===== src/sv/nlcf_pkg.sv =====
// ----------------------------------------------------------------------------
// nlcf_pkg
// Types and constants shared by the neighbour list cutoff filter.
// ----------------------------------------------------------------------------
`timescale 1ns / 1ps
`default_nettype none

package nlcf_pkg;

  localparam int COORD_BITS      = 24;
  localparam int INDEX_BITS      = 16;
  localparam int DIST_BITS       = 48;
  localparam int SQ_BITS         = 2 * COORD_BITS;
  localparam int SUM_BITS        = SQ_BITS + 2;
  localparam int CFG_DATA_BITS   = 48;
  localparam int SLOT_BITS       = 10;
  localparam int LENGTH_BITS     = 11;
  localparam int MAX_NEIGHBOURS_DEF = 1024;
  localparam int QUEUE_DEPTH     = 8;
  localparam int QUEUE_AW        = $clog2(QUEUE_DEPTH);
  localparam int QUEUE_CW        = $clog2(QUEUE_DEPTH + 1);

  localparam logic [COORD_BITS-1:0] BOX_RESET  = '1;
  localparam logic [DIST_BITS-1:0]  DIST_MAX   = '1;

  typedef enum logic [0:0] {
    REG_BOX    = 1'b0,
    REG_CUTOFF = 1'b1
  } cfg_reg_t;

  typedef struct packed {
    logic                  accepted;
    logic [INDEX_BITS-1:0] index;
    logic [DIST_BITS-1:0]  dist_sq;
    logic                  last;
  } class_item_t;

  typedef struct packed {
    logic                empty;
    logic [QUEUE_CW-1:0] count;
  } queue_status_t;

endpackage

`default_nettype wire


===== src/sv/nlcf_front.sv =====
// ----------------------------------------------------------------------------
// nlcf_front
// Takes items in, forms minimum-image squared distance and classifies them.
// ----------------------------------------------------------------------------
`timescale 1ns / 1ps
`default_nettype none

module nlcf_front (
  input  wire logic                                 clk,
  input  wire logic                                 rst,
  input  wire logic                                 cfg_we,
  input  wire logic [0:0]                           cfg_index,
  input  wire logic [nlcf_pkg::CFG_DATA_BITS-1:0]   cfg_data,
  input  wire logic                                 in_valid,
  output logic                                      in_stall,
  input  wire logic [nlcf_pkg::INDEX_BITS-1:0]      ref_index,
  input  wire logic [nlcf_pkg::COORD_BITS-1:0]      ref_x,
  input  wire logic [nlcf_pkg::COORD_BITS-1:0]      ref_y,
  input  wire logic [nlcf_pkg::COORD_BITS-1:0]      ref_z,
  input  wire logic [nlcf_pkg::INDEX_BITS-1:0]      cand_index,
  input  wire logic [nlcf_pkg::COORD_BITS-1:0]      cand_x,
  input  wire logic [nlcf_pkg::COORD_BITS-1:0]      cand_y,
  input  wire logic [nlcf_pkg::COORD_BITS-1:0]      cand_z,
  input  wire logic                                 last_candidate,
  input  wire nlcf_pkg::queue_status_t              q_status,
  output logic                                      push,
  output nlcf_pkg::class_item_t                     push_item
);

  localparam int CB = nlcf_pkg::COORD_BITS;
  localparam int IB = nlcf_pkg::INDEX_BITS;
  localparam int SQ = nlcf_pkg::SQ_BITS;
  localparam int SB = nlcf_pkg::SUM_BITS;
  localparam int DB = nlcf_pkg::DIST_BITS;
  localparam int OW = nlcf_pkg::QUEUE_CW + 1;

  logic [CB-1:0] box_edge;
  logic [DB-1:0] cut_limit;

  logic          v1, v2, v3, v4, v5;
  logic [IB-1:0] idx1, idx2, idx3, idx4, idx5;
  logic [IB-1:0] ref1;
  logic          last1, last2, last3, last4, last5;
  logic          ne2, ne3, ne4, ne5;
  logic [CB-1:0] a1 [3];
  logic [CB-1:0] b1 [3];
  logic [CB-1:0] d2 [3];
  logic [CB-1:0] f3 [3];
  logic [SQ-1:0] sq4 [3];
  logic [SB-1:0] sum5;
  logic [DB-1:0] dist_sat;
  logic [OW-1:0] occupancy;
  logic          take;

  always_ff @(posedge clk) begin
    if (rst) begin
      box_edge  <= nlcf_pkg::BOX_RESET;
      cut_limit <= '0;
    end else if (cfg_we) begin
      case (nlcf_pkg::cfg_reg_t'(cfg_index))
        nlcf_pkg::REG_BOX:    box_edge  <= cfg_data[CB-1:0];
        nlcf_pkg::REG_CUTOFF: cut_limit <= cfg_data[DB-1:0];
        default: ;
      endcase
    end
  end

  // Queue room is reserved for every item in flight.
  assign occupancy = OW'(q_status.count) + OW'(v1) + OW'(v2) + OW'(v3) + OW'(v4)
                   + OW'(v5);
  assign in_stall  = occupancy >= OW'(nlcf_pkg::QUEUE_DEPTH);
  assign take      = in_valid && !in_stall;

  always_ff @(posedge clk) begin
    if (rst) begin
      v1 <= 1'b0;
      v2 <= 1'b0;
      v3 <= 1'b0;
      v4 <= 1'b0;
      v5 <= 1'b0;
    end else begin
      v1 <= take;
      v2 <= v1;
      v3 <= v2;
      v4 <= v3;
      v5 <= v4;
    end
  end

  always_ff @(posedge clk) begin
    idx1  <= cand_index;
    ref1  <= ref_index;
    last1 <= last_candidate;
    a1[0] <= cand_x;
    a1[1] <= cand_y;
    a1[2] <= cand_z;
    b1[0] <= ref_x;
    b1[1] <= ref_y;
    b1[2] <= ref_z;

    idx2  <= idx1;
    last2 <= last1;
    ne2   <= idx1 != ref1;
    for (int i = 0; i < 3; i++) begin
      d2[i] <= (a1[i] >= b1[i]) ? a1[i] - b1[i] : b1[i] - a1[i];
    end

    idx3  <= idx2;
    last3 <= last2;
    ne3   <= ne2;
    for (int i = 0; i < 3; i++) begin
      if ({d2[i], 1'b0} > {1'b0, box_edge}) begin
        f3[i] <= (d2[i] >= box_edge) ? d2[i] - box_edge : box_edge - d2[i];
      end else begin
        f3[i] <= d2[i];
      end
    end

    idx4  <= idx3;
    last4 <= last3;
    ne4   <= ne3;
    for (int i = 0; i < 3; i++) begin
      sq4[i] <= SQ'(f3[i]) * SQ'(f3[i]);
    end

    idx5  <= idx4;
    last5 <= last4;
    ne5   <= ne4;
    sum5  <= SB'(sq4[0]) + SB'(sq4[1]) + SB'(sq4[2]);
  end

  assign dist_sat = (sum5 > SB'(nlcf_pkg::DIST_MAX)) ? nlcf_pkg::DIST_MAX : sum5[DB-1:0];

  always_comb begin
    push               = v5;
    push_item.accepted = (dist_sat < cut_limit) && ne5;
    push_item.index    = idx5;
    push_item.dist_sq  = dist_sat;
    push_item.last     = last5;
  end

endmodule

`default_nettype wire


===== config.mk =====
export PLATFORM = sky130hd
export DESIGN_NAME = nlcf_front
export DESIGN_NICKNAME = d
export VERILOG_FILES = /design/src/sv/nlcf_pkg.sv /design/src/sv/nlcf_front.sv
export SDC_FILE = /design/constraint.sdc
export NUM_CORES = 2
export LEC_CHECK = 0
export BUFFER_PORTS_ARGS = -buffer_cell sky130_fd_sc_hd__clkbuf_2
export CELL_PAD_IN_SITES_DETAIL_PLACEMENT = 1
export CELL_PAD_IN_SITES_GLOBAL_PLACEMENT = 1
export CORE_AREA = 2 2 407 409
export DETAILED_ROUTE_END_ITERATION = 10
export DIE_AREA = 0 0 409 411
export PLACE_DENSITY_LB_ADDON = 0.1
export SKIP_CTS_REPAIR_TIMING = 1
export SYNTH_ARGS = -nofsm -noshare
export SYNTH_HDL_FRONTEND = slang
export SYNTH_SLANG_ARGS = --single-unit

===== constraint.sdc =====
create_clock -name clk -period 10.3 [get_ports clk]
set_input_delay 3.09 -clock clk [delete_from_list [all_inputs] [get_ports clk]]
set_output_delay 3.09 -clock clk [all_outputs]
set_load 0.01 [all_outputs]

Word level (Yosys, flattened, before mapping)
Memories as Yosys holds them, arrays and structs flattened.
Index checks and enable logic that the tools add are counted.

word-level totals
  register bits after elaboration = 232
  memory bits (writable) = 432
  input port bits = 235
  output and inout bits = 68
  logic and storage cells = 91
  memories kept = 5

operators by class
  add/sub/neg operators = 19
  multipliers = 3
  order comparisons = 12
  eq/ne operators = 1
  mux-type cells = 19
  bitwise logic cells = 4
  reduce and logical (&&, ||, !) cells = 5

memories
  memory  words  bits a word  rd ports  clocked after memory_dff  wr ports  RTL line          RTL
  sq4     3      48           3         0                         3         nlcf_front.sv:49  logic [SQ-1:0] sq4 [3];
  a1      3      24           3         0                         3         nlcf_front.sv:45  logic [CB-1:0] a1 [3];
  b1      3      24           3         0                         3         nlcf_front.sv:46  logic [CB-1:0] b1 [3];
  d2      3      24           3         0                         3         nlcf_front.sv:47  logic [CB-1:0] d2 [3];
  f3      3      24           3         0                         3         nlcf_front.sv:48  logic [CB-1:0] f3 [3];

operator list
  cell                    count
  $sub A24 B24 Y24        12
  $mux W24                9
  $ge A24 B24 Y1          6
  $mul A24 B24 Y48        3
  $gt A25 B24 Y1          3
  $add A49 B48 Y50        1
  $gt A50 B48 Y1 const B  1
  $add A48 B48 Y49        1
  $lt A48 B48 Y1          1
  $mux W48                1
  $add A5 B1 Y5           4
  $ne A16 B16 Y1          1
  $mux W1                 9
  $add A4 B1 Y5           1
  $ge A5 B4 Y1 const B    1
  $reduce_and A2 Y1       2
  $or A1 B1 Y1            3
  $logic_and A1 B1 Y1     2
  $logic_not A1 Y1        1
  $not A1 Y1              1

Longest topological paths before layout
  depth after elaboration = 8
  mapped depth = 30
  depth with buffers taken out = 29

Worst setup path before layout
OpenSTA, ideal clock, no wires.

  path kind = in2out
  from = in q_status[0] (netlist bit)
  to = out in_stall
  arrival = 4.975 ns
  required time = 7.210 ns
  path slack = 2.235 ns
  stages = 10
  buffers on the path = 0
  cells stage by stage = fa_1 -> inv_1 -> fa_1 -> inv_1 -> ha_1 -> inv_1 -> fa_1 -> nand2_1 -> mux2i_1 -> nand2b_1

between the ends
  word-level cells in the longest chain between the ends = 6

ends and longest elaborated chain
  element                      RTL line          RTL
  start: declaration           nlcf_front.sv:25  input wire nlcf_pkg::queue_status_t q_status,
  $add A4 B1 Y5                nlcf_front.sv:69  assign occupancy = OW'(q_status.count) + OW'(v1) + OW'(v2) + OW'(v3) + OW'(v4)
  $add A5 B1 Y5 (3 in series)  nlcf_front.sv:69
  $add A5 B1 Y5                nlcf_front.sv:70  + OW'(v5);
  $ge A5 B4 Y1                 nlcf_front.sv:71  assign in_stall = occupancy >= OW'(nlcf_pkg::QUEUE_DEPTH);
  end: declaration             nlcf_front.sv:15  output logic in_stall,

No other way between the ends.

Worst setup path in the final report
Ends and elaborated chain as after synthesis.

==> impl_metrics.env <==
export IMPL_cts_htree_levels=3
export IMPL_antenna_left=0
export IMPL_antenna_found_initial=18
export IMPL_place_gp_congestion=0.9334
export IMPL_skew_ns=0.06712
export IMPL_row_count=149
export IMPL_die_height_um=411
export IMPL_wl_mm=246.6
export IMPL_crit_path_start="q_status[0]"
export IMPL_insertion_delay_ns=0.74
export IMPL_ioPinCount=303
export IMPL_synth_area_leaders="fa_1 32%, dfxtp_1 16%, ha_1 15%"
export IMPL_grt_max_degree=50
export IMPL_cp_slowest_cell="fa_1"
export IMPL_final_layout_size_suffix_gt1_share_pct=6.339
export IMPL_yosys_warnings=0
export IMPL_start_util_pct=50.71
export IMPL_critPathCaptureType="output port"
export IMPL_critPathLaunchType="primary input"
export IMPL_grt_pass1_vias=69740
export IMPL_port_buffers=301
export IMPL_grt_setup_unrepaired="no"
export IMPL_dpl_hpwl_mm=206.8
export IMPL_r2r_cells=25
export IMPL_min_path_type="reg2reg"
export IMPL_clock_sinks=661
export IMPL_cap_violations=0
export IMPL_core_um2=163900
export IMPL_regToRegEndpoint="sq4[0][92]"
export IMPL_timing_fmax_ghz=0.1137
export IMPL_period_minus_slack_ns=8.794
export IMPL_setup_viol=0
export IMPL_synth_cells=9061
export IMPL_holdPathEnd="idx5[4]"
export IMPL_reg2reg_from="f3[1][10]"
export IMPL_cts_buffer_depth=3
export IMPL_clkTransAtPathRegs_ns=0.06
export IMPL_setup_tns_ns=0
export IMPL_numCtsBuffers=76
export IMPL_synth_edf_count=0
export IMPL_critPathRequiredTime_ns=7.21
export IMPL_min_from="idx4[4]"
export IMPL_synth_cell_types=95
export IMPL_cp_max_fo=2
export IMPL_slew_viol_final=0
export IMPL_cts_tree="built"
export IMPL_vias=62070
export IMPL_avgRoutedWirePerCell_um=21.40
export IMPL_path_cells="clkbuf_2 > fa_1 > inv_1 > fa_1 > inv_1 > ha_1 > inv_1 > fa_1 > nand2_1 > mux2i_1 > nand2b_1 > clkbuf_2"
export IMPL_finalHoldViolCount=0
export IMPL_yosys_area_top_type="fa_1"
export IMPL_gr_usage_all_layers_pct=29.91
export IMPL_dr_pass1_iters=5
export IMPL_post_synth_cell_area_avg_um2=9.171
export IMPL_synth_top_flop_cell="dfxtp_1"
export IMPL_worstSetupPathType="in2out"
export IMPL_crit_family="adder cells"
export IMPL_drt_initial_drc_count=3118
export IMPL_slowest_delay_ns=0.53
export IMPL_min_period_over_period_pct=85.38
export IMPL_die_x_um=409
export IMPL_reg2reg_slack_ns=1.55
export IMPL_synth_most_common_cell="inv_1"
export IMPL_nets=11800
export IMPL_fill_cells=18970
export IMPL_drc=0
export IMPL_path_buf_inv=5
export IMPL_die_area_um2=168100
export IMPL_grt_overflow_total=0
export IMPL_hold_depth=0
export IMPL_outcome="complete, no violations"
export IMPL_seq_area_frac_synth_pct=15.92
export IMPL_synth_commonest_cells="2142 x inv_1, 1328 x fa_1, 974 x ha_1"
export IMPL_relSlewSlack_pct=12.17
export IMPL_worst_slew_pin_slew_ns=1.316
export IMPL_synth_top_area_share_pct=31.99
export IMPL_clock_root_buffer="clkbuf_16"
export IMPL_yosys_register_bits=661
export IMPL_netlist_area_um2=83090
export IMPL_async_flop_share_pct=0
export IMPL_grt_first_pass_wirelength_mm=391.4
export IMPL_viasPerCell=5.387
export IMPL_synthToLayoutAreaGrowth_pct=8.060
export IMPL_cp_arrival_ns=5.70
## per-stage QoR
stage	setup slack [ns]	util (%)	hold WS, ns	std cells	instance area, um2
after floorplan	2.235	-	0.3096	9063	83100
after global placement	1.469	53.09	0.3101	11370	87000
after detailed placement	1.512	53.09	0.3132	11370	87000
after CTS	1.500	54.78	0.3200	11510	89770
after global routing	1.224	54.78	0.3323	11520	89770
final	1.506	54.79	0.3228	11520	89790
## how the worst max path moves through the flow
stage,endpoint,slack (ns),cells past startpoint
after detailed placement,in_stall,1.51,12
final,in_stall,1.51,12
after global placement,in_stall,1.47,12
after global routing,sq4[0][92],1.22,28
after floorplan,in_stall,2.24,10
after CTS,in_stall,1.50,12
## sequential cells by signal, indices dropped and copies added (netlist names), 16 cells and up
name and count:
idx2 16, a1 72, idx5 16, b1 72, idx1 16, idx3 16, idx4 16, sum5 50
sq4 141, box_edge 24, cut_limit 48, d2 72, ref1 16, f3 72
## cells in the final DEF (no fill, tap or decap), types with 14 or more instances in the layout
cell,instances
nand2b_1,52
ha_1,974
a211oi_1,28
buf_4,96
a21o_1,190
mux2_2,24
nor2_1,275
o21bai_1,31
a31oi_1,40
a21boi_0,14
xnor2_1,199
o21ai_0,207
clkbuf_2,300
a221oi_1,18
mux2i_1,121
inv_1,2142
xor2_1,136
nor2b_1,99
and3_1,42
and2_1,355
or3_1,63
o211ai_1,19
dfxtp_1,657
and4_1,14
nand4_1,65
a21oi_1,439
o21ai_1,23
nor4_1,14
o21a_1,49
a211o_1,31
nand3_1,58
clkbuf_16,76
nor3_1,55
fa_1,1328
o31ai_1,25
nand2_1,794
## per-layer routing
layer	GRT usage [%]	vias up	wire length, um
met2	50.85	1314	117900
met4	9.995	6	8951
met5	0	-	50
met1	39.42	31850	108000
met3	3.865	355	11680
li1	-	28550	-
## area by class of cell
type / count / area, um2 / share of cell area [%]
clock inverter: 43 / 715.7 / 0.7970
sequential: 661 / 13240 / 14.74
timing repair buffer: 396 / 2222 / 2.475
tap: 2189 / 2739 / 3.050
multi-input combinational: 5986 / 60760 / 67.67
antenna: 10 / 25.02 / 0.02787
inverter: 2142 / 8040 / 8.954
clock buffer: 95 / 2053 / 2.287
## cell families (layout without fill, tap and decap cells)
family | count (synthesis) | count (layout) | share of synthesized area, %
buffers and inverters | 2416 | 2676 | 10.99
adders and majority gates | 2302 | 2302 | 46.66
and+or+nand+nor | 1927 | 1927 | 11.23
AOI/OAI and AO/OA | 1273 | 1273 | 9.861
DFF | 661 | 661 | 15.92
xor gates and xnor gates | 335 | 335 | 3.531
muxes | 146 | 146 | 1.801
other | 1 | 13 | 0.004513
Power is not shown: default switching activity piles up to over one toggle a cycle in this logic, so the estimate is an artifact.
