[src/sv/nlcf_pkg.sv]
// ----------------------------------------------------------------------------
// nlcf_pkg
// Types and constants shared by the neighbour list cutoff filter.
// ----------------------------------------------------------------------------
`timescale 1ns / 1ps
`default_nettype none

package nlcf_pkg;

  localparam int COORD_BITS      = 24;
  localparam int INDEX_BITS      = 16;
  localparam int DIST_BITS       = 48;
  localparam int SQ_BITS         = 2 * COORD_BITS;
  localparam int SUM_BITS        = SQ_BITS + 2;
  localparam int CFG_DATA_BITS   = 48;
  localparam int SLOT_BITS       = 10;
  localparam int LENGTH_BITS     = 11;
  localparam int MAX_NEIGHBOURS_DEF = 1024;
  localparam int QUEUE_DEPTH     = 8;
  localparam int QUEUE_AW        = $clog2(QUEUE_DEPTH);
  localparam int QUEUE_CW        = $clog2(QUEUE_DEPTH + 1);

  localparam logic [COORD_BITS-1:0] BOX_RESET  = '1;
  localparam logic [DIST_BITS-1:0]  DIST_MAX   = '1;

  typedef enum logic [0:0] {
    REG_BOX    = 1'b0,
    REG_CUTOFF = 1'b1
  } cfg_reg_t;

  typedef struct packed {
    logic                  accepted;
    logic [INDEX_BITS-1:0] index;
    logic [DIST_BITS-1:0]  dist_sq;
    logic                  last;
  } class_item_t;

  typedef struct packed {
    logic                empty;
    logic [QUEUE_CW-1:0] count;
  } queue_status_t;

endpackage

`default_nettype wire

[src/sv/nlcf_fifo.sv]
// ----------------------------------------------------------------------------
// nlcf_fifo
// Short queue of classified items between the front and the back.
// ----------------------------------------------------------------------------
`timescale 1ns / 1ps
`default_nettype none

module nlcf_fifo (
  input  wire logic                     clk,
  input  wire logic                     rst,
  input  wire logic                     push,
  input  wire nlcf_pkg::class_item_t    push_item,
  input  wire logic                     pop,
  output nlcf_pkg::class_item_t         head,
  output nlcf_pkg::queue_status_t       q_status
);

  localparam int AW = nlcf_pkg::QUEUE_AW;
  localparam int CW = nlcf_pkg::QUEUE_CW;

  nlcf_pkg::class_item_t mem [nlcf_pkg::QUEUE_DEPTH];
  logic [AW-1:0]         wr_ptr;
  logic [AW-1:0]         rd_ptr;
  logic [CW-1:0]         count;

  always_ff @(posedge clk) begin
    if (push) begin
      mem[wr_ptr] <= push_item;
    end
  end

  always_ff @(posedge clk) begin
    if (rst) begin
      wr_ptr <= '0;
      rd_ptr <= '0;
      count  <= '0;
    end else begin
      if (push) begin
        wr_ptr <= (wr_ptr == AW'(nlcf_pkg::QUEUE_DEPTH - 1)) ? '0 : wr_ptr + 1'b1;
      end
      if (pop) begin
        rd_ptr <= (rd_ptr == AW'(nlcf_pkg::QUEUE_DEPTH - 1)) ? '0 : rd_ptr + 1'b1;
      end
      case ({push, pop})
        2'b10:   count <= count + 1'b1;
        2'b01:   count <= count - 1'b1;
        default: count <= count;
      endcase
    end
  end

  assign head           = mem[rd_ptr];
  assign q_status.empty = count == '0;
  assign q_status.count = count;

endmodule

`default_nettype wire

[config.mk]
export PLATFORM = sky130hd
export DESIGN_NAME = nlcf_fifo
export DESIGN_NICKNAME = d
export VERILOG_FILES = /design/src/sv/nlcf_pkg.sv /design/src/sv/nlcf_fifo.sv
export SDC_FILE = /design/constraint.sdc
export NUM_CORES = 1
export LEC_CHECK = 0
export BUFFER_PORTS_ARGS = -buffer_cell sky130_fd_sc_hd__buf_4
export CAP_MARGIN = 30
export CELL_PAD_IN_SITES_DETAIL_PLACEMENT = 0
export CELL_PAD_IN_SITES_GLOBAL_PLACEMENT = 1
export CORE_UTILIZATION = 55
export CTS_CLUSTER_SIZE = 24
export DETAILED_ROUTE_END_ITERATION = 10
export PLACE_DENSITY_LB_ADDON = 0.2
export RECOVER_POWER = 25
export SETUP_SLACK_MARGIN = 0.1
export SLEW_MARGIN = 20
export SYNTH_ARGS = -nofsm -noshare
export SYNTH_HDL_FRONTEND = slang
export SYNTH_SLANG_ARGS = --single-unit
[constraint.sdc]
create_clock -name clk -period 12.7 [get_ports clk]
set_clock_uncertainty 0.2 [all_clocks]
set_input_delay 2.54 -clock clk [delete_from_list [all_inputs] [get_ports clk]]
set_output_delay 2.54 -clock clk [all_outputs]
set_load 0.03 [all_outputs]
### Yosys cells after proc, flatten, opt, wreduce, memory -nomap -nowiden

Memories as Yosys holds them, arrays and structs flattened. A register that Yosys moved wholly into a read port is not among the register bits.
Cells that the tools add are included.

| storage, ports and cells | value |
|---|---|
| memory bits (writable) | 528 |
| output and inout bits | 71 |
| memories | 1 |
| logic and storage cells | 21 |
| input port bits | 70 |
| register bits after elaboration | 10 |

| operators by class | value |
|---|---|
| equal/unequal tests | 4 |
| reduce and logical (&&, ||, !) cells | 2 |
| add/subtract/negate cells | 4 |
| mux-type cells | 7 |

Memories:

| name | words | bits a word | read ports | clocked after Yosys merged registers in | write ports | line | text |
|---|---|---|---|---|---|---|---|
| mem | 8 | 66 | 1 | 1 | 1 | nlcf_fifo.sv:21 | `nlcf_pkg::class_item_t mem [nlcf_pkg::QUEUE_DEPTH];` |

Operator list:

| operator | number |
|---|---|
| 2-to-1 mux 3 bit | 4 |
| one-hot mux 4 bit (2 select lines) | 1 |
| adder 3 x 1 -> 3 bit, second input constant | 2 |
| == test 3 bit, second input constant | 2 |
| adder 4 x 1 -> 4 bit, second input constant | 1 |
| zero test 4 bit | 1 |
| subtractor 4 x 1 -> 4 bit, second input constant | 1 |
| == test 2 x 1 -> 1 bit, second input constant | 1 |
| == test 2 bit, second input constant | 1 |
| 2-to-1 mux 1 bit | 2 |
| nonzero test 2 bit | 1 |

### Depth between registers and ports, before layout

Gate-level depths: netlist (run 1).

| depth | value |
|---|---|
| depth in word-level cells | 4 |
| gate-level depth with buffers | 8 |
| mapped depth without buffers | 8 |

### Worst setup path before layout (run 1)

Ideal clock, no wire load.

| timing path | value |
|---|---|
| path type | input-to-reg |
| from | input push |
| to | memory mem[0][0] in the netlist's numbering (enable) |
| setup time | 0.571 ns |
| buffers on the path | 0 |
| data required time | 11.929 ns |
| stages | 2 |
| path slack | 4.794 ns |
| data arrival time | 7.135 ns |
| cells stage by stage | nand2b_1 > nor3_1 |

| between the ends | value |
|---|---|
| word-level cells in the longest chain between the ends | 2 |

RTL lines:

| element | line | text |
|---|---|---|
| from (decl) | nlcf_fifo.sv:11 | `input wire logic push,` |
| 2-to-1 mux 1 bit | nlcf_fifo.sv:27 | `if (push) begin` |
| 2-to-1 mux 1 bit (not written as such) | nlcf_fifo.sv:28 | `mem[wr_ptr] <= push_item;` |
| to (decl) | nlcf_fifo.sv:21 |  |

Every way passes these cells.

==> run summary, run 1 <==
For this run, design rule violations remaining after detail routing come to 0. The share of synthesized cell area in full adder, half adder and majority cells came out at 0.429%. The mapped netlist covers 0.0204 mm^2. The count of final max-slew check failures came to 0. After synthesis, the largest family of logic cells by area is multiplexers. Global routing used 20.2% of the available tracks. The number of setup violations in the final report came out at 0. The share of final-layout standard cells stronger than drive strength 1 came out at 36.8%. The power per cell area came out at 162 mW/mm^2. Traced cell by cell, the critical path runs through buf_16 -> buf_4 -> buf_12 -> mux4_2 -> mux2_2 -> buf_4. The post-synthesis cell type count is 24. The total grt overflow came out at 0. The met1 track demand over resource in global routing came out at 29.0%.

The violation count after the first detailed-routing iteration came out at 538. The remaining number of nets flagged by the antenna check after routing is 0. The worst-case clock buffer depth is 3.

In the synthesized netlist the async set-or-reset flop fraction comes to 0%. The number of resized instances in the post-cts repair step came out at 0. The number of global-route vias before repair came out at 9346. The final routed wire length divided by cell count is 24.3 um. Yosys printed 0 warnings. The floorplan core area is 0.0366 mm^2. The number of detailed-route iterations in the first pass is 4.

The total clock sinks is 541. The multiplexer share of the synthesized area came out at 18.5%. Clock-pin slew was measured on the worst setup and hold paths at 0.06 ns.

TritonCTS created 52 clock buffers. The type of destination of the critical path is an output pin. The cell count after synthesis is 836. STA puts the critical path data required time at 9.96 ns. The critical path ends at head[49]. The mean area per synthesized cell came out at 24.4 um^2.

Measured along the x axis, the die boundary spans 195 um. The pin count of the biggest net entering global routing is 62. Yosys attributes the largest share of cell area to sky130_fd_sc_hd__edfxtp_1, sky130_fd_sc_hd__mux4_2, sky130_fd_sc_hd__mux2_2. The number of maximum-capacitance constraint violations is 0.

Summed over all instances, the cell type with the most area after synthesis is sky130_fd_sc_hd__edfxtp_1. The vertical die dimension came out at 195 um. The sequential-to-total area share from yosys stat is 78.8%. The total design power came out at 3.83 mW.

The count of buffers added by post-CTS timing repair for setup came out at 0. The combinational fraction of design power is 8.0%. The endpoint identified for the worst register-to-register timing path is mem[5][43]$_DFFE_PP_. The count of boundary I/O pins is 141. For this block, the routed nets add up to 37000 um of wire. After floorplanning, the core was divided into 70 placement rows. The post-synthesis to final-layout area growth is 15.9%. In the synthesized netlist, the cells that appear most often are sky130_fd_sc_hd__edfxtp_1, sky130_fd_sc_hd__mux4_2, sky130_fd_sc_hd__mux2_2. The final HPWL from detailed placement came out at 19900 um. After global routing, the most crowded layer is met2.

The total negative slack for setup checks came out at 0 ns. The worst supply voltage drop on vdd came out at 106 uV. The xor-xnor portion of the synthesized cell area is 0.129%. The number of buffer and inverter instances along the worst setup path came out at 4.

In this run, synthesis produced a sequential element count of 541. Of the total power, registers draw 52.7%. In the routed layout, each cell is associated on average with a via count of 5.88. The area fraction in and, or, nand and nor cells after synthesis is 0.710%. The final hold slack is 0.338 ns. The met3 track demand over resource is 4.77%. The maximum fanout along the worst path came out at 34. The initial core utilization came out at 55.8%.

The tightest min-delay check is of the reg -> reg type. The number of failing hold endpoints at the final stage was 0. For this design, the slowest cell found on the critical path is sky130_fd_sc_hd__dfxtp_4. TritonCTS built the clock tree. In this run the critical register-to-register path is launched from wr_ptr[2]$_SDFFE_PP0P_. The kind of cell with the highest combined delay on the critical path is buffers and inverters. Counting stages on the worst path, the most repeated cell is sky130_fd_sc_hd__buf_4. The post-synthesis compound-gate area fraction is 0.233%. The worst path uses 48.3% of the clock period. The share of Yosys cell area claimed by the top area cell type is 77.6%.

The cell-internal power came out at 3.04 mW. The quantity of hold-fixing buffers added after cts came out at 0. The reported leakage power is 7.50 nW. The met2 usage came out at 31.8%. The cell depth of the worst setup path is 6. The die area came out at 0.0379 mm^2. The share of total power in the clock network is 39.3%.

For the worst setup path, the data arrival time is 3.40 ns. The run finished with clean final reports. The pin slew with the least headroom to its limit is 0.957 ns. The H-tree was split into 2 levels. When the netlist entered floorplanning its net count stood at 913.

The worst setup path is launched from a flip-flop. Static timing analysis puts the maximum clock frequency at 163 MHz. The final net count came out at 1089. For this design the total switching power over the nets is 796 uW. Clock latency on the worst-skew pair, taken at its later pin, is 0.56 ns.

The first-pass GRT wire length is 56200 um. The register-to-register path setup slack is 9.94 ns. The final critical delay including setup and external delays came out at 6.14 ns. The initial antenna violation count came to 3. The global placement routability congestion is 0.710. The switching part of the total power is 20.8%. The most common cell in the synthesized netlist is sky130_fd_sc_hd__edfxtp_1.

During placement, the flow inserted port buffers numbering 140. The worst setup path is of the reg -> out kind. In this design, the stage delay of the slowest critical-path cell is 0.62 ns. The worst-case headroom to the max-slew limit is 36.2%. The number of enable flip-flop cells after synthesis is 528. For this run, the leading register cell type out of synthesis is sky130_fd_sc_hd__edfxtp_1. The number of cells on the worst reg-to-reg path came out at 3.

Setup repair after global routing left no endpoint under its margin. The clock tree root buffer cell is sky130_fd_sc_hd__clkbuf_16. The via count of the routed design came out at 8949.
## logic make-up (layout without fill, tap and decap cells)
family | Yosys count | in the layout
DFF | 541 | 541
muxes | 204 | 204
buffers and inverters | 41 | 258
and+or+nand+nor | 32 | 32
AOI/OAI and AO/OA | 8 | 8
adders and majority gates | 7 | 7
xor gates and xnor gates | 3 | 3
other | 0 | 1
## per-layer routing
metal	routed length (um)	up-vias
met1	16000	4710
met2	17900	251
met5	23	-
met4	615	4
li1	-	3921
met3	2470	63
## layout make-up
cell class / instances / area [um^2]
tap: 468 / 586
sequential: 541 / 16100
timing repair buffer: 161 / 1150
fill: 2451 / 12900
clock buffer: 72 / 1430
multi-input combinational: 254 / 4140
inverter: 2 / 7.51
antenna: 1 / 2.50
clock inverter: 23 / 249
## cells in the final DEF, fill, tap and decap left out, types with 2 or more instances in the layout
cell type / count
sky130_fd_sc_hd__dfxtp_1: 10
sky130_fd_sc_hd__mux2_2: 68
sky130_fd_sc_hd__bufinv_16: 6
sky130_fd_sc_hd__edfxtp_1: 528
sky130_fd_sc_hd__buf_4: 104
sky130_fd_sc_hd__buf_16: 5
sky130_fd_sc_hd__nor2_1: 11
sky130_fd_sc_hd__mux2i_1: 4
sky130_fd_sc_hd__clkinv_1: 13
sky130_fd_sc_hd__nor2_4: 6
sky130_fd_sc_hd__xor2_1: 3
sky130_fd_sc_hd__a21oi_1: 5
sky130_fd_sc_hd__dfxtp_4: 3
sky130_fd_sc_hd__buf_12: 2
sky130_fd_sc_hd__mux4_2: 132
sky130_fd_sc_hd__inv_1: 2
sky130_fd_sc_hd__nand2_1: 4
sky130_fd_sc_hd__nor3_1: 2
sky130_fd_sc_hd__clkbuf_1: 66
sky130_fd_sc_hd__ha_1: 7
sky130_fd_sc_hd__nand2b_1: 3
sky130_fd_sc_hd__clkinv_2: 4
sky130_fd_sc_hd__clkbuf_16: 53
sky130_fd_sc_hd__nor3_2: 2
sky130_fd_sc_hd__clkbuf_8: 3
## state kept, by name (all words and copies together), names as in the netlist, named ones only
name,cells
rd_ptr,3
count,4
mem,528
wr_ptr,3
## worst min path at each step
stage                     slack (ns)         to              startpoint  cells after the start
after floorplan                 0.29  flip-flop  rd_ptr[1]$_SDFFE_PP0P_                      2
after global placement          0.33  flip-flop  rd_ptr[1]$_SDFFE_PP0P_                      2
after detailed placement        0.33  flip-flop  rd_ptr[1]$_SDFFE_PP0P_                      2
after CTS                       0.34  flip-flop  rd_ptr[2]$_SDFFE_PP0P_                      2
after global routing            0.36  flip-flop  rd_ptr[2]$_SDFFE_PP0P_                      2
final                           0.34  flip-flop  rd_ptr[2]$_SDFFE_PP0P_                      2
## power groups by stage
stage	Clock, mW	Combinational [mW]	Sequential, mW
floorplan	0	0.204	2.05
global placement	0	0.310	2.06
detailed placement	0	0.320	2.06
CTS	1.53	0.321	2.02
global route	1.60	0.329	2.02
finish	1.51	0.308	2.02
## worst min-delay path, cell delays in order (launching register included)
cell and delay, ns:
sky130_fd_sc_hd__dfxtp_1 0.32, sky130_fd_sc_hd__mux2i_1 0.12, sky130_fd_sc_hd__nor2_1 0.06
## metrics by stage
step	worst slack, ns	cell area, um^2	util (%)	instances
6_report	6.56	23700	64.7	1522
5_1_grt	6.26	23700	64.7	1521
4_1_cts	6.42	23900	65.2	1521
3_5_place_dp	7.02	22200	60.6	1426
3_3_place_gp	6.68	22000	60.1	1419
2_1_floorplan	4.79	20400	-	836
Power figures use the tool's default switching activity.
==> run 2, diff against run 1 <==
CORE_UTILIZATION = 53   (was 55)
clock period = 5.66 ns   (was 12.7 ns; I/O delays follow)
==> run 2 against run 1 <==
  * Sequential share of layout area is 0.22 points lower
  * Wire length up 1.7%
  * Clock power grew 130%
  * Global-route usage decreased by 0.26 points
  * Via count shrank 1.0%
  * Clock-buffer cell count decreased by 9
  * Critical path depth down 2
  * Utilization decreased by 1.9 points
==> run summary, run 2 (synthesis gave the netlist of run 1 again) <==
The worst supply voltage drop on vdd came out at 252 uV. The path class of the lowest-slack min-delay path is reg -> reg. Summed over all layers, the routed wires come to 37700 um.

The largest single stage delay on the critical path is 0.80 ns. The maximum fanout along the worst path is 46. The total grt overflow came out at 0. The number of cell rows is 71. The number of buffers inserted during clock tree synthesis came out at 52. In the layout the commonest cells are sky130_fd_sc_hd__edfxtp_1, sky130_fd_sc_hd__mux4_2, sky130_fd_sc_hd__buf_4.

The largest registers in the layout are mem x528, count x4. Summed over all failing endpoints, the final setup total negative slack is 0 ns. The run finished with clean final reports. The pin count of the biggest net entering global routing is 97.

The post-synthesis to final-layout area growth came out at 16.3%. Measured against its own limit, the worst slew margin works out to 38.1%. The number of resized instances in the post-cts repair step is 0. Leaving out fill and tap cells, the most frequent cell in the layout is sky130_fd_sc_hd__edfxtp_1. The initial core utilization came out at 54.0%. The power per cell area came out at 365 mW/mm^2. The final HPWL from detailed placement is 19400 um.

The number of detailed-route iterations in the first pass is 4. The register bank with the most flops is mem. The port buffer count is 140. The kind of cell with the highest combined delay on the critical path is flip-flops. The final routed wire length divided by cell count came out at 24.1 um. The number of setup violations in the final report is 0. The CTS tree is done. In this run the vertical extent of the chip is 198 um. The number of maximum-capacitance constraint violations is 0. The number of vias per cell came out at 5.66. The routed length on met3 came out at 2060 um. The violation count after the first detailed-routing iteration is 501. The count of boundary I/O pins came out at 141.

The final critical delay including setup and external delays is 4.10 ns. The H-tree generated during clock tree synthesis spans 2 levels. The die covers 0.0394 mm^2.

Data arrives at the worst endpoint at 2.77 ns. The global placement routability congestion came out at 0.686. For the worst-skew pair, the clock arrives at the later sink with an insertion delay of 0.58 ns.

The routed length on met2 is 18600 um. The first-pass GRT wire length came out at 56700 um. The critical path in this run is classified as reg -> out.

In the final design database the tool counted 1087 nets. The remaining number of nets flagged by the antenna check after routing came out at 0. The floorplan core area is 0.0378 mm^2. The data required time at the worst endpoint is 4.33 ns.

The count of final max-slew check failures is 0. Together, buffers and inverters on the worst path number 2. After clock tree synthesis, the setup repair step added 0 buffers. In the global route stage, overall resource usage came out at 19.9%. The quantity of hold-fixing buffers added after cts came out at 0. The detailed-route wire length on metal 1 is 16200 um. For this run, design rule violations remaining after detail routing come to 0.

The total clock sinks came out at 541. The register-to-register path setup slack is 3.37 ns. STA classifies the critical path startpoint as a flip-flop.

Summing internal, switching and leakage power gives 8.67 mW. Walking the worst path, the cells encountered are buf_4 -> mux4_2 -> mux2_2 -> buf_4. The tree is rooted in a sky130_fd_sc_hd__clkbuf_16. The worst setup path is captured at an output pin. The post-route netlist has 37.5% of its cells at a drive strength greater than 1. The number of global-route vias before repair is 9393. The reported leakage power is 7.50 nW. From left edge to right edge, the die measures 198 um. The number of failing hold endpoints at the final stage came out at 0. The worst-case clock buffer depth is 3. The via count of the routed design is 8859. For this design, the slowest cell found on the critical path is sky130_fd_sc_hd__dfxtp_4. The flip-flop count of the largest register, all copies and words added came out at 528. For the pin with the worst max-slew slack, the measured transition is 0.928 ns. The highest achievable clock rate is 244 MHz.

The initial antenna violation count is 3. The highest layer used for signal routing is met5. The share of the clock period used by the worst path after layout came out at 72.5%.

The most used cell along the critical path is sky130_fd_sc_hd__buf_4. Clock-pin slew was measured on the worst setup and hold paths at 0.06 ns. Setup repair after global routing left no endpoint under its margin.
==> run 2: cell count changes in the layout (fill, tap and decap cells not counted), moves of 2 or more <==
cell,change
sky130_fd_sc_hd__inv_6,+3
sky130_fd_sc_hd__buf_12,+6
sky130_fd_sc_hd__buf_4,-4
sky130_fd_sc_hd__buf_16,-4
sky130_fd_sc_hd__nor3_4,+2
sky130_fd_sc_hd__clkinv_2,+7
sky130_fd_sc_hd__clkbuf_1,-6
sky130_fd_sc_hd__clkbuf_8,-3
sky130_fd_sc_hd__clkinv_1,-2
sky130_fd_sc_hd__nor3_2,-2
==> run 2: through the flow <==
| step | utilization, % | area, um^2 | cells | hold WS [ns] | setup WS, ns |
|---|---|---|---|---|---|
| finish | 62.8 | 23800 | 1565 | 0.333 | 1.56 |
| detailed placement | 58.8 | 22200 | 1467 | 0.329 | 2.10 |
| CTS | 63.3 | 23900 | 1563 | 0.337 | 1.47 |
| floorplan | - | 20400 | 836 | 0.290 | 0.949 |
| global route | 62.8 | 23800 | 1563 | 0.371 | 1.42 |
| global placement | 58.6 | 22200 | 1465 | 0.323 | 2.10 |
==> run 2: power by group <==
group / switching, mW / total [mW] / internal (mW)
clock: 1.42 / 3.45 / 2.03
sequential: 0.0367 / 4.52 / 4.49
combinational: 0.392 / 0.694 / 0.302
total: 1.85 / 8.67 / 6.82
==> run 2: tightest hold or removal path: stages, from the launching register on <==
cell and delay, ns:
sky130_fd_sc_hd__dfxtp_1 0.31, sky130_fd_sc_hd__mux2i_1 0.12, sky130_fd_sc_hd__nor2_1 0.06
==> run 2: metal layers <==
layer | GRT usage, % | vias up
li1 | - | 3919
met1 | 27.7 | 4694
met2 | 32.3 | 188
met3 | 3.95 | 56
met4 | 5.83 | 2
met5 | 0 | -
==> run 2: final timing paths <==
path                     startpoint              endpoint  cells after the start
max                       flip-flop              head[54]                      4
min          rd_ptr[2]$_SDFFE_PP0P_             flip-flop                      2
max reg2reg  wr_ptr[2]$_SDFFE_PP0P_  mem[7][45]$_DFFE_PP_                      4
min reg2reg  rd_ptr[2]$_SDFFE_PP0P_             flip-flop                      2
==> run 2: area by class of cell <==
| class | instances | area [um^2] |
|---|---|---|
| antenna | 2 | 5.00 |
| fill | 2643 | 14100 |
| timing repair buffer | 159 | 1130 |
| clock buffer | 63 | 1360 |
| tap | 511 | 639 |
| clock inverter | 33 | 340 |
| multi-input combinational | 254 | 4150 |
| inverter | 2 | 7.51 |
| sequential | 541 | 16100 |
