## src/sv/nlcf_pkg.sv

```systemverilog
// ----------------------------------------------------------------------------
// nlcf_pkg
// Types and constants shared by the neighbour list cutoff filter.
// ----------------------------------------------------------------------------
`timescale 1ns / 1ps
`default_nettype none

package nlcf_pkg;

  localparam int COORD_BITS      = 24;
  localparam int INDEX_BITS      = 16;
  localparam int DIST_BITS       = 48;
  localparam int SQ_BITS         = 2 * COORD_BITS;
  localparam int SUM_BITS        = SQ_BITS + 2;
  localparam int CFG_DATA_BITS   = 48;
  localparam int SLOT_BITS       = 10;
  localparam int LENGTH_BITS     = 11;
  localparam int MAX_NEIGHBOURS_DEF = 1024;
  localparam int QUEUE_DEPTH     = 8;
  localparam int QUEUE_AW        = $clog2(QUEUE_DEPTH);
  localparam int QUEUE_CW        = $clog2(QUEUE_DEPTH + 1);

  localparam logic [COORD_BITS-1:0] BOX_RESET  = '1;
  localparam logic [DIST_BITS-1:0]  DIST_MAX   = '1;

  typedef enum logic [0:0] {
    REG_BOX    = 1'b0,
    REG_CUTOFF = 1'b1
  } cfg_reg_t;

  typedef struct packed {
    logic                  accepted;
    logic [INDEX_BITS-1:0] index;
    logic [DIST_BITS-1:0]  dist_sq;
    logic                  last;
  } class_item_t;

  typedef struct packed {
    logic                empty;
    logic [QUEUE_CW-1:0] count;
  } queue_status_t;

endpackage

`default_nettype wire

```

## src/sv/nlcf_back.sv

```systemverilog
// ----------------------------------------------------------------------------
// nlcf_back
// Assigns list slots, keeps the list count and holds the result register.
// ----------------------------------------------------------------------------
`timescale 1ns / 1ps
`default_nettype none

module nlcf_back #(
  parameter int MAX_NEIGHBOURS = nlcf_pkg::MAX_NEIGHBOURS_DEF
) (
  input  wire logic                                 clk,
  input  wire logic                                 rst,
  input  wire nlcf_pkg::class_item_t                head,
  input  wire nlcf_pkg::queue_status_t              q_status,
  output logic                                      pop,
  output logic                                      out_valid,
  input  wire logic                                 out_stall,
  output logic                                      accepted,
  output logic [nlcf_pkg::INDEX_BITS-1:0]           neighbour_index,
  output logic [nlcf_pkg::SLOT_BITS-1:0]            list_slot,
  output logic [nlcf_pkg::DIST_BITS-1:0]            dist_sq,
  output logic [nlcf_pkg::LENGTH_BITS-1:0]          list_length,
  output logic                                      list_done,
  output logic                                      overflow
);

  localparam int CW = $clog2(MAX_NEIGHBOURS + 1);

  logic [CW-1:0] accepted_count;
  logic [CW-1:0] count_next;
  logic [CW-1:0] len_next;
  logic          room;
  logic          store;

  assign pop   = !q_status.empty && (!out_valid || !out_stall);
  assign room  = accepted_count < CW'(MAX_NEIGHBOURS);
  assign store = head.accepted && room;

  always_comb begin
    len_next   = store ? accepted_count + 1'b1 : accepted_count;
    count_next = head.last ? '0 : len_next;
  end

  always_ff @(posedge clk) begin
    if (rst) begin
      accepted_count <= '0;
      out_valid      <= 1'b0;
    end else begin
      if (pop) begin
        accepted_count <= count_next;
        out_valid      <= 1'b1;
      end else if (!out_stall) begin
        out_valid <= 1'b0;
      end
    end
  end

  always_ff @(posedge clk) begin
    if (pop) begin
      accepted        <= head.accepted;
      neighbour_index <= head.index;
      list_slot       <= store ? nlcf_pkg::SLOT_BITS'(accepted_count) : '0;
      dist_sq         <= head.dist_sq;
      list_length     <= nlcf_pkg::LENGTH_BITS'(len_next);
      list_done       <= head.last;
      overflow        <= head.accepted && !room;
    end
  end

endmodule

`default_nettype wire

```

## config.mk

```make
export PLATFORM = sky130hd
export DESIGN_NAME = nlcf_back
export DESIGN_NICKNAME = d
export VERILOG_FILES = /design/src/sv/nlcf_pkg.sv /design/src/sv/nlcf_back.sv
export SDC_FILE = /design/constraint.sdc
export NUM_CORES = 1
export LEC_CHECK = 0
export BUFFER_PORTS_ARGS = -buffer_cell sky130_fd_sc_hd__buf_4
export CORE_MARGIN = 3
export CORE_UTILIZATION = 46
export DETAILED_ROUTE_END_ITERATION = 12
export GPL_TIMING_DRIVEN = 0
export PLACE_DENSITY = 0.78
export SLEW_MARGIN = 20
export SYNTH_ARGS = -nofsm -noshare
export SYNTH_HDL_FRONTEND = slang
export SYNTH_SLANG_ARGS = --single-unit
```

## constraint.sdc

```tcl
create_clock -name clk -period 4.6 [get_ports clk]
set_input_delay 0.92 -clock clk [delete_from_list [all_inputs] [get_ports clk]]
set_output_delay 0.92 -clock clk [all_outputs]
set_load 0.02 [all_outputs]
```

* After elaboration in Yosys (flattened, before gate mapping)
Cells that the tools add are included.
Cells by class: $add $sub $neg 1, order comparisons 1, equality and inequality tests 1, muxes and demuxes 4, reductions and logical operators 8
Operators by type and width (count):
- $mux W11 | 2
- $add A11 B1 Y11 const B | 1
- $lt A11 B11 Y1 const B | 1
- $logic_not A1 Y1 | 4
- $logic_and A1 B1 Y1 | 3
- $mux W1 | 2
- $ne A2 B2 Y1 const B | 1
- $logic_or A1 B1 Y1 | 1
Storage, ports and cells: register bits after elaboration 100, input bits 74, output and inout port bits 90, word-level logic and storage cells 24

* Logic depth before layout (Yosys ltp)
Gate-level depths: netlist of run 1.
depth in word-level cells 4, depth in mapped cells 6, depth with buffers taken out 5

* Worst setup path after synthesis of run 1
Ideal clock, no wire load.
path kind input to output, start input port out_stall, end output port pop, data arrival time 2.963 ns, required time 3.680 ns, path slack 0.717 ns, stages 2, path buffers 0, path through a21o_1 inv_1
On the way: word-level cells in the longest chain between the ends 3
RTL lines:
- from (decl) | line nlcf_back.sv:17 | input wire logic out_stall,
- $logic_not A1 Y1
- $logic_or A1 B1 Y1 | line nlcf_back.sv:35 | assign pop = !q_status.empty && (!out_valid || !out_stall);
- $logic_and A1 B1 Y1 | line nlcf_back.sv:35
- to (decl) | line nlcf_back.sv:15 | output logic pop,
Every way passes these cells.

* Final worst setup path of run 1
Same ends and word-level chain as after synthesis.

==> results.sh, run 1 <==
export IMPL_status="finished clean"
export IMPL_cts_sinks=100
export IMPL_fin_crit_sh_pct=67.6
export IMPL_hpwl_mm=5.68
export IMPL_fin_ws_ns=1.49
export IMPL_timing_critical_path_buf_inv=4
export IMPL_post_cts_buffers=0
export IMPL_die_h_um=93.1
export IMPL_place_congestion=0.796
export IMPL_r2r_start="out_valid"
export IMPL_cts_root_buf="clkbuf_8"
export IMPL_core_area_um2=7290
export IMPL_top_layer="met4"
export IMPL_avgSynthCellArea_um2=17.9
export IMPL_via_per_inst=4.84
export IMPL_grt_start_max_net_pins=48
export IMPL_maxCapViolations=0
export IMPL_drt_pass1_iterations=4
export IMPL_path_class="primary input to primary output"
export IMPL_p_leak_uw=0.00205
export IMPL_worstRegToRegCells=6
export IMPL_crit_top_cell="buf_4"
export IMPL_n_antenna_cell=0
export IMPL_wl_per_cell_um=16.4
export IMPL_crit_path_max_fanout=47
export IMPL_syn_nets=270
export IMPL_power_density_nw_per_um2=361
export IMPL_synthCells=195
export IMPL_drive_gt1_share_pct=50.1
export IMPL_endpoint_kind="primary output"
export IMPL_min_path_type="flop to flop"
export IMPL_num_rows=31
export IMPL_num_vias=2277
export IMPL_holdWs_ns=0.505
export IMPL_drt_met1_wl_mm=2.86
export IMPL_place_area_um2=4830
export IMPL_syn2layout_area_growth_pct=44.1
export IMPL_rsz0062_at_grt="no"
export IMPL_gr_usage_all_layers_pct=18.0
export IMPL_r2r_slack_ns=2.80
export IMPL_clock_latency_ns=0.35
export IMPL_worstMarginPinSlew_ns=0.568
export IMPL_postRouteAntennaNets=0
export IMPL_hold_buffers=0
export IMPL_report_final_slew_viol_count=0
export IMPL_power_uw=1810
export IMPL_clk_path_buf_depth=2
export IMPL_layout_common_cells="buf_4, edfxtp_1, dfxtp_1"
export IMPL_drt_wl_total_mm=7.72
export IMPL_crit_arrival_ns=2.19
export IMPL_vdd_ir_drop_max_mv=0.168
export IMPL_synth_distinct_cells=36
export IMPL_dieArea_um2=8670
export IMPL_htreeDepth=3
export IMPL_overflow=0
export IMPL_post_route_cell_area_um2=5030
export IMPL_max_freq_mhz=322
export IMPL_io_pins=164
export IMPL_pre_cts_ws_ns=1.46
export IMPL_setup_viol=0
export IMPL_dr_wl_met2_mm=4.01
export IMPL_start_kind="primary input"
export IMPL_io_buffers=159
export IMPL_synth_seq_cells=100
export IMPL_grt_first_pass_wirelength_mm=11.7
export IMPL_timing_rr_end="accepted_count[0]"
export IMPL_cts_made_buffers=9
export IMPL_crit_slowest_cell="inv_4"
export IMPL_whs_path_depth=2
export IMPL_clk_transition_reported_paths_ns=0.09
export IMPL_fin_nets=441
export IMPL_min_from="out_valid"
export IMPL_syn_area_um2=3490
export IMPL_cp_data_required_time_ns=3.68
export IMPL_drt_iter0_drc=121
export IMPL_min_period_ns=3.11
export IMPL_route_met3_wl_um=722
export IMPL_yosysSeqAreaShare_pct=82.6
export IMPL_path_cells="buf_4 -> a21o_1 -> inv_4 -> buf_12 -> buf_4"
export IMPL_cts_tree="done"
export IMPL_finalSetupTns_ns=0
export IMPL_cpPeakStageDelay_ns=0.42
export IMPL_hold_viol_final=0
export IMPL_die_w_um=93.1
export IMPL_initial_core_util_pct=47.9
export IMPL_antenna_found_initial=0
export IMPL_cts_resized=0
export IMPL_ys_warn_count=0
export IMPL_path_delay_family="buffers and inverters"
export IMPL_drcViolationCount=0
export IMPL_final_common_cell="buf_4"
export IMPL_max_slew_margin_pct=62.1
export IMPL_grt_pass1_vias=2276
export IMPL_clock_skew_final_ns=0.00742
export IMPL_min_to="out_valid"
==> flip-flops by register name, indices dropped and copies added, names as in the netlist <==
name,count
dist_sq,48
neighbour_index,16
accepted_count,11
list_length,11
list_slot,10
accepted,1
list_done,1
out_valid,1
overflow,1
==> synthesized netlist by cell type <==
cell type	instances	area share (%)
a211oi_1	1	0.22
dfxtp_1	12	6.9
a21o_1	1	0.22
nand3b_1	1	0.22
inv_1	1	0.11
and3_2	2	0.43
o21ai_0	8	1.1
nor3b_1	1	0.22
a31o_2	1	0.25
nand2_1	5	0.54
a211o_1	1	0.25
or3_1	5	0.90
nor2b_1	2	0.36
and4b_1	1	0.29
nor2_1	6	0.65
clkbuf_1	6	0.65
and4_1	1	0.25
a41oi_1	4	1.0
xor2_1	3	0.75
and3_1	1	0.18
nand4_1	4	0.72
or3_2	1	0.22
ha_1	1	0.36
buf_4	1	0.22
a22oi_1	2	0.43
nand2_4	1	0.32
and2_1	10	1.8
buf_6	1	0.32
buf_2	1	0.14
edfxtp_1	88	76
xnor2_1	6	1.5
or4_1	2	0.43
a21oi_1	10	1.4
and2_2	1	0.22
mux2_2	1	0.32
a31oi_1	2	0.36
==> area by class of cell <==
cell class	count	area (um^2)
plain buffers	9	46.3
clock buffers	10	128
clock inverters	6	70.1
fillers	512	2260
inverters	1	6.26
multi-input cells	85	557
flip-flops and latches	100	2880
well taps	99	124
repair buffers	160	1210
==> report_power, final <==
group | switching (uW) | internal, uW
Clock | 297 | 256
Combinational | 113 | 95.9
Sequential | 13.4 | 1040
Total | 424 | 1390
==> tightest hold or removal path, stage by stage, from the launching register on <==
cell,delay [ns]
dfxtp_1,0.35
nand2_1,0.06
a21oi_1,0.06
==> metal layers <==
metal,up-vias,track usage (%)
met5,-,0
met4,0,7.45
met3,12,6.28
met2,114,31.6
met1,1061,19.7
li1,1090,-
==> how the worst max path moves through the flow <==
| stage | cells after the start | end | startpoint |
|---|---|---|---|
| global route | 5 | pop | out_stall |
| floorplan | 2 | pop | out_stall |
| global placement | 4 | pop | out_stall |
| detailed placement | 5 | pop | out_stall |
| finish | 5 | pop | out_stall |
| CTS | 5 | pop | out_stall |
==> kinds of logic (layout without fill, tap and decap cells) <==
kind of cell | Yosys count | count (layout) | share of synthesized area [%]
adder cells (fa/ha/maj) | 1 | 1 | 0.358
buffers and inverters | 10 | 186 | 1.43
AO/OA/AOI/OAI | 30 | 30 | 5.31
XOR/XNOR | 9 | 9 | 2.26
multiplexers | 1 | 1 | 0.323
flip-flops | 100 | 100 | 82.6
AND/OR/NAND/NOR | 44 | 44 | 7.71
==> through the flow <==
step | util (%) | cells
finish | 68.9 | 470
global route | 68.9 | 470
CTS | 68.9 | 470
detailed placement | 66.2 | 454
global placement | 65.9 | 453
floorplan | - | 195
(Power assumes the default switching activity.)
==> inputs of run 2 (changes only) <==
clock period = 3.3 ns   (was 4.6 ns; I/O delays follow)
==> results.sh, run 2 (same netlist as run 1, synthesis figures left out) <==
export IMPL_status="finished clean"
export IMPL_seqPwrFrac_pct=59.2
export IMPL_drt_pass1_iterations=4
export IMPL_clock_skew_final_ns=0.00559
export IMPL_crit_arrival_ns=1.65
export IMPL_num_rows=31
export IMPL_die_h_um=93.1
export IMPL_reg_top3="dist_sq (48), neighbour_index (16)"
export IMPL_via_per_inst=4.90
export IMPL_n_antenna_cell=0
export IMPL_num_vias=2310
export IMPL_core_area_um2=7290
export IMPL_swShare_pct=24.4
export IMPL_fin_nets=442
export IMPL_max_freq_mhz=433
export IMPL_gr_usage_all_layers_pct=17.0
export IMPL_path_class="flop to primary output"
export IMPL_holdWs_ns=0.475
export IMPL_cts_root_buf="clkbuf_8"
export IMPL_max_slew_margin_pct=66.9
export IMPL_min_path_type="primary input to flop"
export IMPL_syn2layout_area_growth_pct=44.3
export IMPL_rsz0062_at_grt="no"
export IMPL_hold_buffers=0
export IMPL_top_register="dist_sq"
export IMPL_cts_made_buffers=9
export IMPL_drt_wl_total_mm=7.61
export IMPL_final_common_cell="buf_4"
export IMPL_io_buffers=159
export IMPL_setup_viol=0
export IMPL_largest_register_ffs=48
export IMPL_cts_resized=0
export IMPL_wl_per_cell_um=16.2
export IMPL_min_period_ns=2.31
export IMPL_htreeDepth=3
export IMPL_initial_core_util_pct=47.9
export IMPL_post_cts_buffers=0
export IMPL_overflow=0
export IMPL_clock_latency_ns=0.35
export IMPL_layout_common_cells="buf_4, edfxtp_1, dfxtp_1"
export IMPL_fin_ws_ns=0.990
export IMPL_antenna_found_initial=0
export IMPL_worstRegToRegCells=5
export IMPL_hpwl_mm=5.72
export IMPL_vdd_ir_drop_max_mv=0.271
export IMPL_finalSetupTns_ns=0
export IMPL_drive_gt1_share_pct=50.3
export IMPL_clk_path_buf_depth=2
export IMPL_report_final_slew_viol_count=0
export IMPL_clockPowerShare_pct=28.9
export IMPL_p_leak_uw=0.00205
export IMPL_dieArea_um2=8670
export IMPL_hold_viol_final=0
export IMPL_p_sw_uw=603
export IMPL_place_congestion=0.818
export IMPL_drt_iter0_drc=86
export IMPL_start_kind="flop"
export IMPL_postRouteAntennaNets=0
export IMPL_crit_path_max_fanout=20
export IMPL_die_w_um=93.1
export IMPL_cts_tree="done"
export IMPL_whs_path_depth=1
export IMPL_combPwrFrac_pct=11.9
export IMPL_io_pins=164
export IMPL_grt_pass1_vias=2165
export IMPL_cp_data_required_time_ns=2.64
export IMPL_endpoint_kind="primary output"
export IMPL_clk_transition_reported_paths_ns=0.10
export IMPL_maxCapViolations=0
export IMPL_power_internal_uw=1870
export IMPL_grt_start_max_net_pins=39
export IMPL_grt_first_pass_wirelength_mm=11.1
export IMPL_fin_crit_sh_pct=70.0
export IMPL_drcViolationCount=0
export IMPL_power_density_nw_per_um2=491
export IMPL_pre_cts_ws_ns=0.978
export IMPL_worstMarginPinSlew_ns=0.497
export IMPL_cts_sinks=100
==> run 2: cell count changes in the layout (fill, tap and decap cells not counted) <==
| cell | before | now |
|---|---|---|
| buf_12 | 1 | 2 |
| bufinv_16 | 1 | 0 |
| clkbuf_1 | 7 | 6 |
| clkinv_1 | 0 | 1 |
| clkinv_4 | 0 | 2 |
| clkinvlp_4 | 3 | 2 |
| inv_4 | 1 | 0 |
| inv_6 | 2 | 1 |
| inv_8 | 0 | 2 |
==> run 2: final cells by class <==
class	instances	area, um^2
buffer	9	46.3
tap	99	124
inverter	1	7.51
multi-input combinational	85	557
timing repair buffer	161	1230
clock inverter	7	60.1
clock buffer	9	124
sequential	100	2880
fill	511	2260
==> run 2: critical path: stages (launching register included) <==
cell and delay, ns:
dfxtp_1 0.38, a21o_1 0.19, clkinvlp_4 0.40, buf_4 0.32
==> run 2: power by group through the flow <==
stage | Combinational, uW | Clock (uW) | Sequential (uW)
4_1_cts | 299 | 736 | 1470
3_3_place_gp | 286 | 0 | 1500
5_1_grt | 310 | 790 | 1470
6_report | 294 | 715 | 1460
3_5_place_dp | 298 | 0 | 1490
2_1_floorplan | 37.3 | 0 | 1580
==> run 2: final timing paths <==
check	startpoint	slack, ns	to
worst max-delay path	out_valid	0.99	pop
worst min-delay path	head[57]	0.48	neighbour_index[8]
worst max register to register	accepted_count[0]	1.55	accepted_count[8]
worst min register to register	out_valid	0.50	out_valid
==> run 2: layer usage <==
layer	wire (um)	GRT usage [%]	up-vias
met5	0	0	-
met4	118	5.37	0
met1	2770	18.9	1102
met2	3990	30.3	109
li1	-	-	1090
met3	733	6.28	9
==> run 2: per-stage QoR <==
stage,area (um^2),std cells,power [uW],util (%)
floorplan,3490,195,1620,-
global placement,4810,453,1780,66.0
detailed placement,4850,455,1790,66.5
CTS,5030,471,2500,69.0
global route,5030,471,2570,69.0
finish,5030,471,2470,69.0
==> inputs of run 3 (changes only) <==
clock period = 2.15 ns   (was 3.3 ns; I/O delays follow)
==> results.sh, run 3 (same netlist as run 1, synthesis figures left out) <==
export IMPL_min_path_type="primary input to flop"
export IMPL_swShare_pct=24.3
export IMPL_status="finished clean"
export IMPL_clock_latency_ns=0.36
export IMPL_drcViolationCount=0
export IMPL_largest_register_ffs=48
export IMPL_n_antenna_cell=0
export IMPL_vdd_ir_drop_max_mv=0.352
export IMPL_die_h_um=93.1
export IMPL_die_w_um=93.1
export IMPL_hold_viol_final=0
export IMPL_combPwrFrac_pct=12.3
export IMPL_drive_gt1_share_pct=51.1
export IMPL_place_congestion=0.763
export IMPL_crit_path_max_fanout=8
export IMPL_postRouteAntennaNets=0
export IMPL_max_slew_margin_pct=66.3
export IMPL_path_class="flop to flop"
export IMPL_p_sw_uw=927
export IMPL_num_rows=31
export IMPL_grt_first_pass_wirelength_mm=11.5
export IMPL_clockPowerShare_pct=28.7
export IMPL_start_kind="flop"
export IMPL_maxCapViolations=0
export IMPL_grt_start_max_net_pins=31
export IMPL_power_density_nw_per_um2=748
export IMPL_grt_pass1_vias=2184
export IMPL_crit_arrival_ns=2.00
export IMPL_p_leak_uw=0.00209
export IMPL_io_pins=164
export IMPL_rsz0062_at_grt="no"
export IMPL_report_final_slew_viol_count=0
export IMPL_clock_skew_final_ns=0.00936
export IMPL_seqPwrFrac_pct=59.0
export IMPL_power_internal_uw=2880
export IMPL_cts_sinks=100
export IMPL_drt_wl_total_mm=7.74
export IMPL_core_area_um2=7290
export IMPL_layout_common_cells="buf_4, edfxtp_1, dfxtp_1"
export IMPL_clk_path_buf_depth=2
export IMPL_htreeDepth=3
export IMPL_overflow=0
export IMPL_syn2layout_area_growth_pct=45.9
export IMPL_antenna_found_initial=0
export IMPL_max_freq_mhz=586
export IMPL_hpwl_mm=5.88
export IMPL_drt_iter0_drc=107
export IMPL_top_register="dist_sq"
export IMPL_via_per_inst=4.94
export IMPL_num_vias=2345
export IMPL_drt_pass1_iterations=4
export IMPL_initial_core_util_pct=47.9
export IMPL_dieArea_um2=8670
export IMPL_fin_nets=446
export IMPL_endpoint_kind="flop"
export IMPL_cp_data_required_time_ns=2.44
export IMPL_stdcell_count=475
export IMPL_fin_util_pct=69.8
export IMPL_reg_top3="dist_sq (48), neighbour_index (16)"
export IMPL_setup_viol=0
export IMPL_cts_tree="done"
export IMPL_power_uw=3810
export IMPL_fin_crit_sh_pct=79.3
export IMPL_gr_usage_all_layers_pct=17.7
export IMPL_clk_transition_reported_paths_ns=0.10
export IMPL_worstMarginPinSlew_ns=0.506
export IMPL_dp_cells=456
export IMPL_wl_per_cell_um=16.3
export IMPL_cts_root_buf="clkbuf_8"
export IMPL_cts_made_buffers=9
export IMPL_min_period_ns=1.71
export IMPL_r2r_slack_ns=0.44
export IMPL_final_common_cell="buf_4"
export IMPL_io_buffers=159
## run 3: changes by cell type in the layout (fill, tap and decap cells not counted), sizes merged
cell | before | now
buf | 164 | 168
clkinv | 3 | 4
clkinvlp | 2 | 1
## run 3: stage by stage
step | hold slack (ns) | TNS (ns) | cell area [um^2] | setup slack [ns]
5_1_grt | 0.211 | 0 | 5090 | 0.349
4_1_cts | 0.219 | 0 | 5070 | 0.0706
2_1_floorplan | 0.492 | -21.53 | 3490 | -0.422
3_5_place_dp | 0.471 | 0 | 4890 | 0.174
6_report | 0.235 | 0 | 5090 | 0.444
3_3_place_gp | 0.462 | -69.89 | 4810 | -1.03
## run 3: power groups by stage
| stage | Combinational (uW) | Sequential, uW | Clock, uW |
|---|---|---|---|
| 2_1_floorplan | 57.3 | 2420 | 0 |
| 3_3_place_gp | 439 | 2300 | 0 |
| 3_5_place_dp | 469 | 2290 | 0 |
| 4_1_cts | 470 | 2250 | 1120 |
| 5_1_grt | 496 | 2260 | 1200 |
| 6_report | 470 | 2250 | 1090 |
## run 3: cell type report
cell class	count	area, um^2
Fill cell	500	2200
Buffer	9	46.3
Sequential cell	100	2880
Clock inverter	7	58.8
Tap cell	99	124
Clock buffer	9	124
Multi-Input combinational cell	85	557
Inverter	1	7.51
Timing Repair Buffer	165	1290
## run 3: routing by layer
layer,vias up,global-route usage [%],routed length [um]
met5,-,0,0
met4,0,8.30,159
met3,15,5.15,728
met2,121,30.5,4040
met1,1104,20.1,2820
li1,1105,-,-
## run 3: timing repair
| item | in CTS | in global routing |
|---|---|---|
| resized for setup | 0 | 0 |
| hold buffers | 0 | 0 |
| endpoints found under the hold margin | 0 | 0 |
| buffers inserted | 0 | 3 |
| endpoints found under the setup margin | 0 | 1 |
## run 3: worst paths after layout
check / cells past startpoint / endpoint / startpoint
worst max-delay path: 5 / accepted_count[8] / accepted_count[0]
worst min-delay path: 1 / dist_sq[30] / head[31]
worst max register to register: 5 / accepted_count[8] / accepted_count[0]
worst min register to register: 2 / out_valid / out_valid
## run 3: worst max-delay path: stages, from the launching register on
cell	delay (ns)
dfxtp_1	0.49
ha_1	0.29
and3_1	0.21
nand2_1	0.12
or3_1	0.38
a31oi_1	0.16
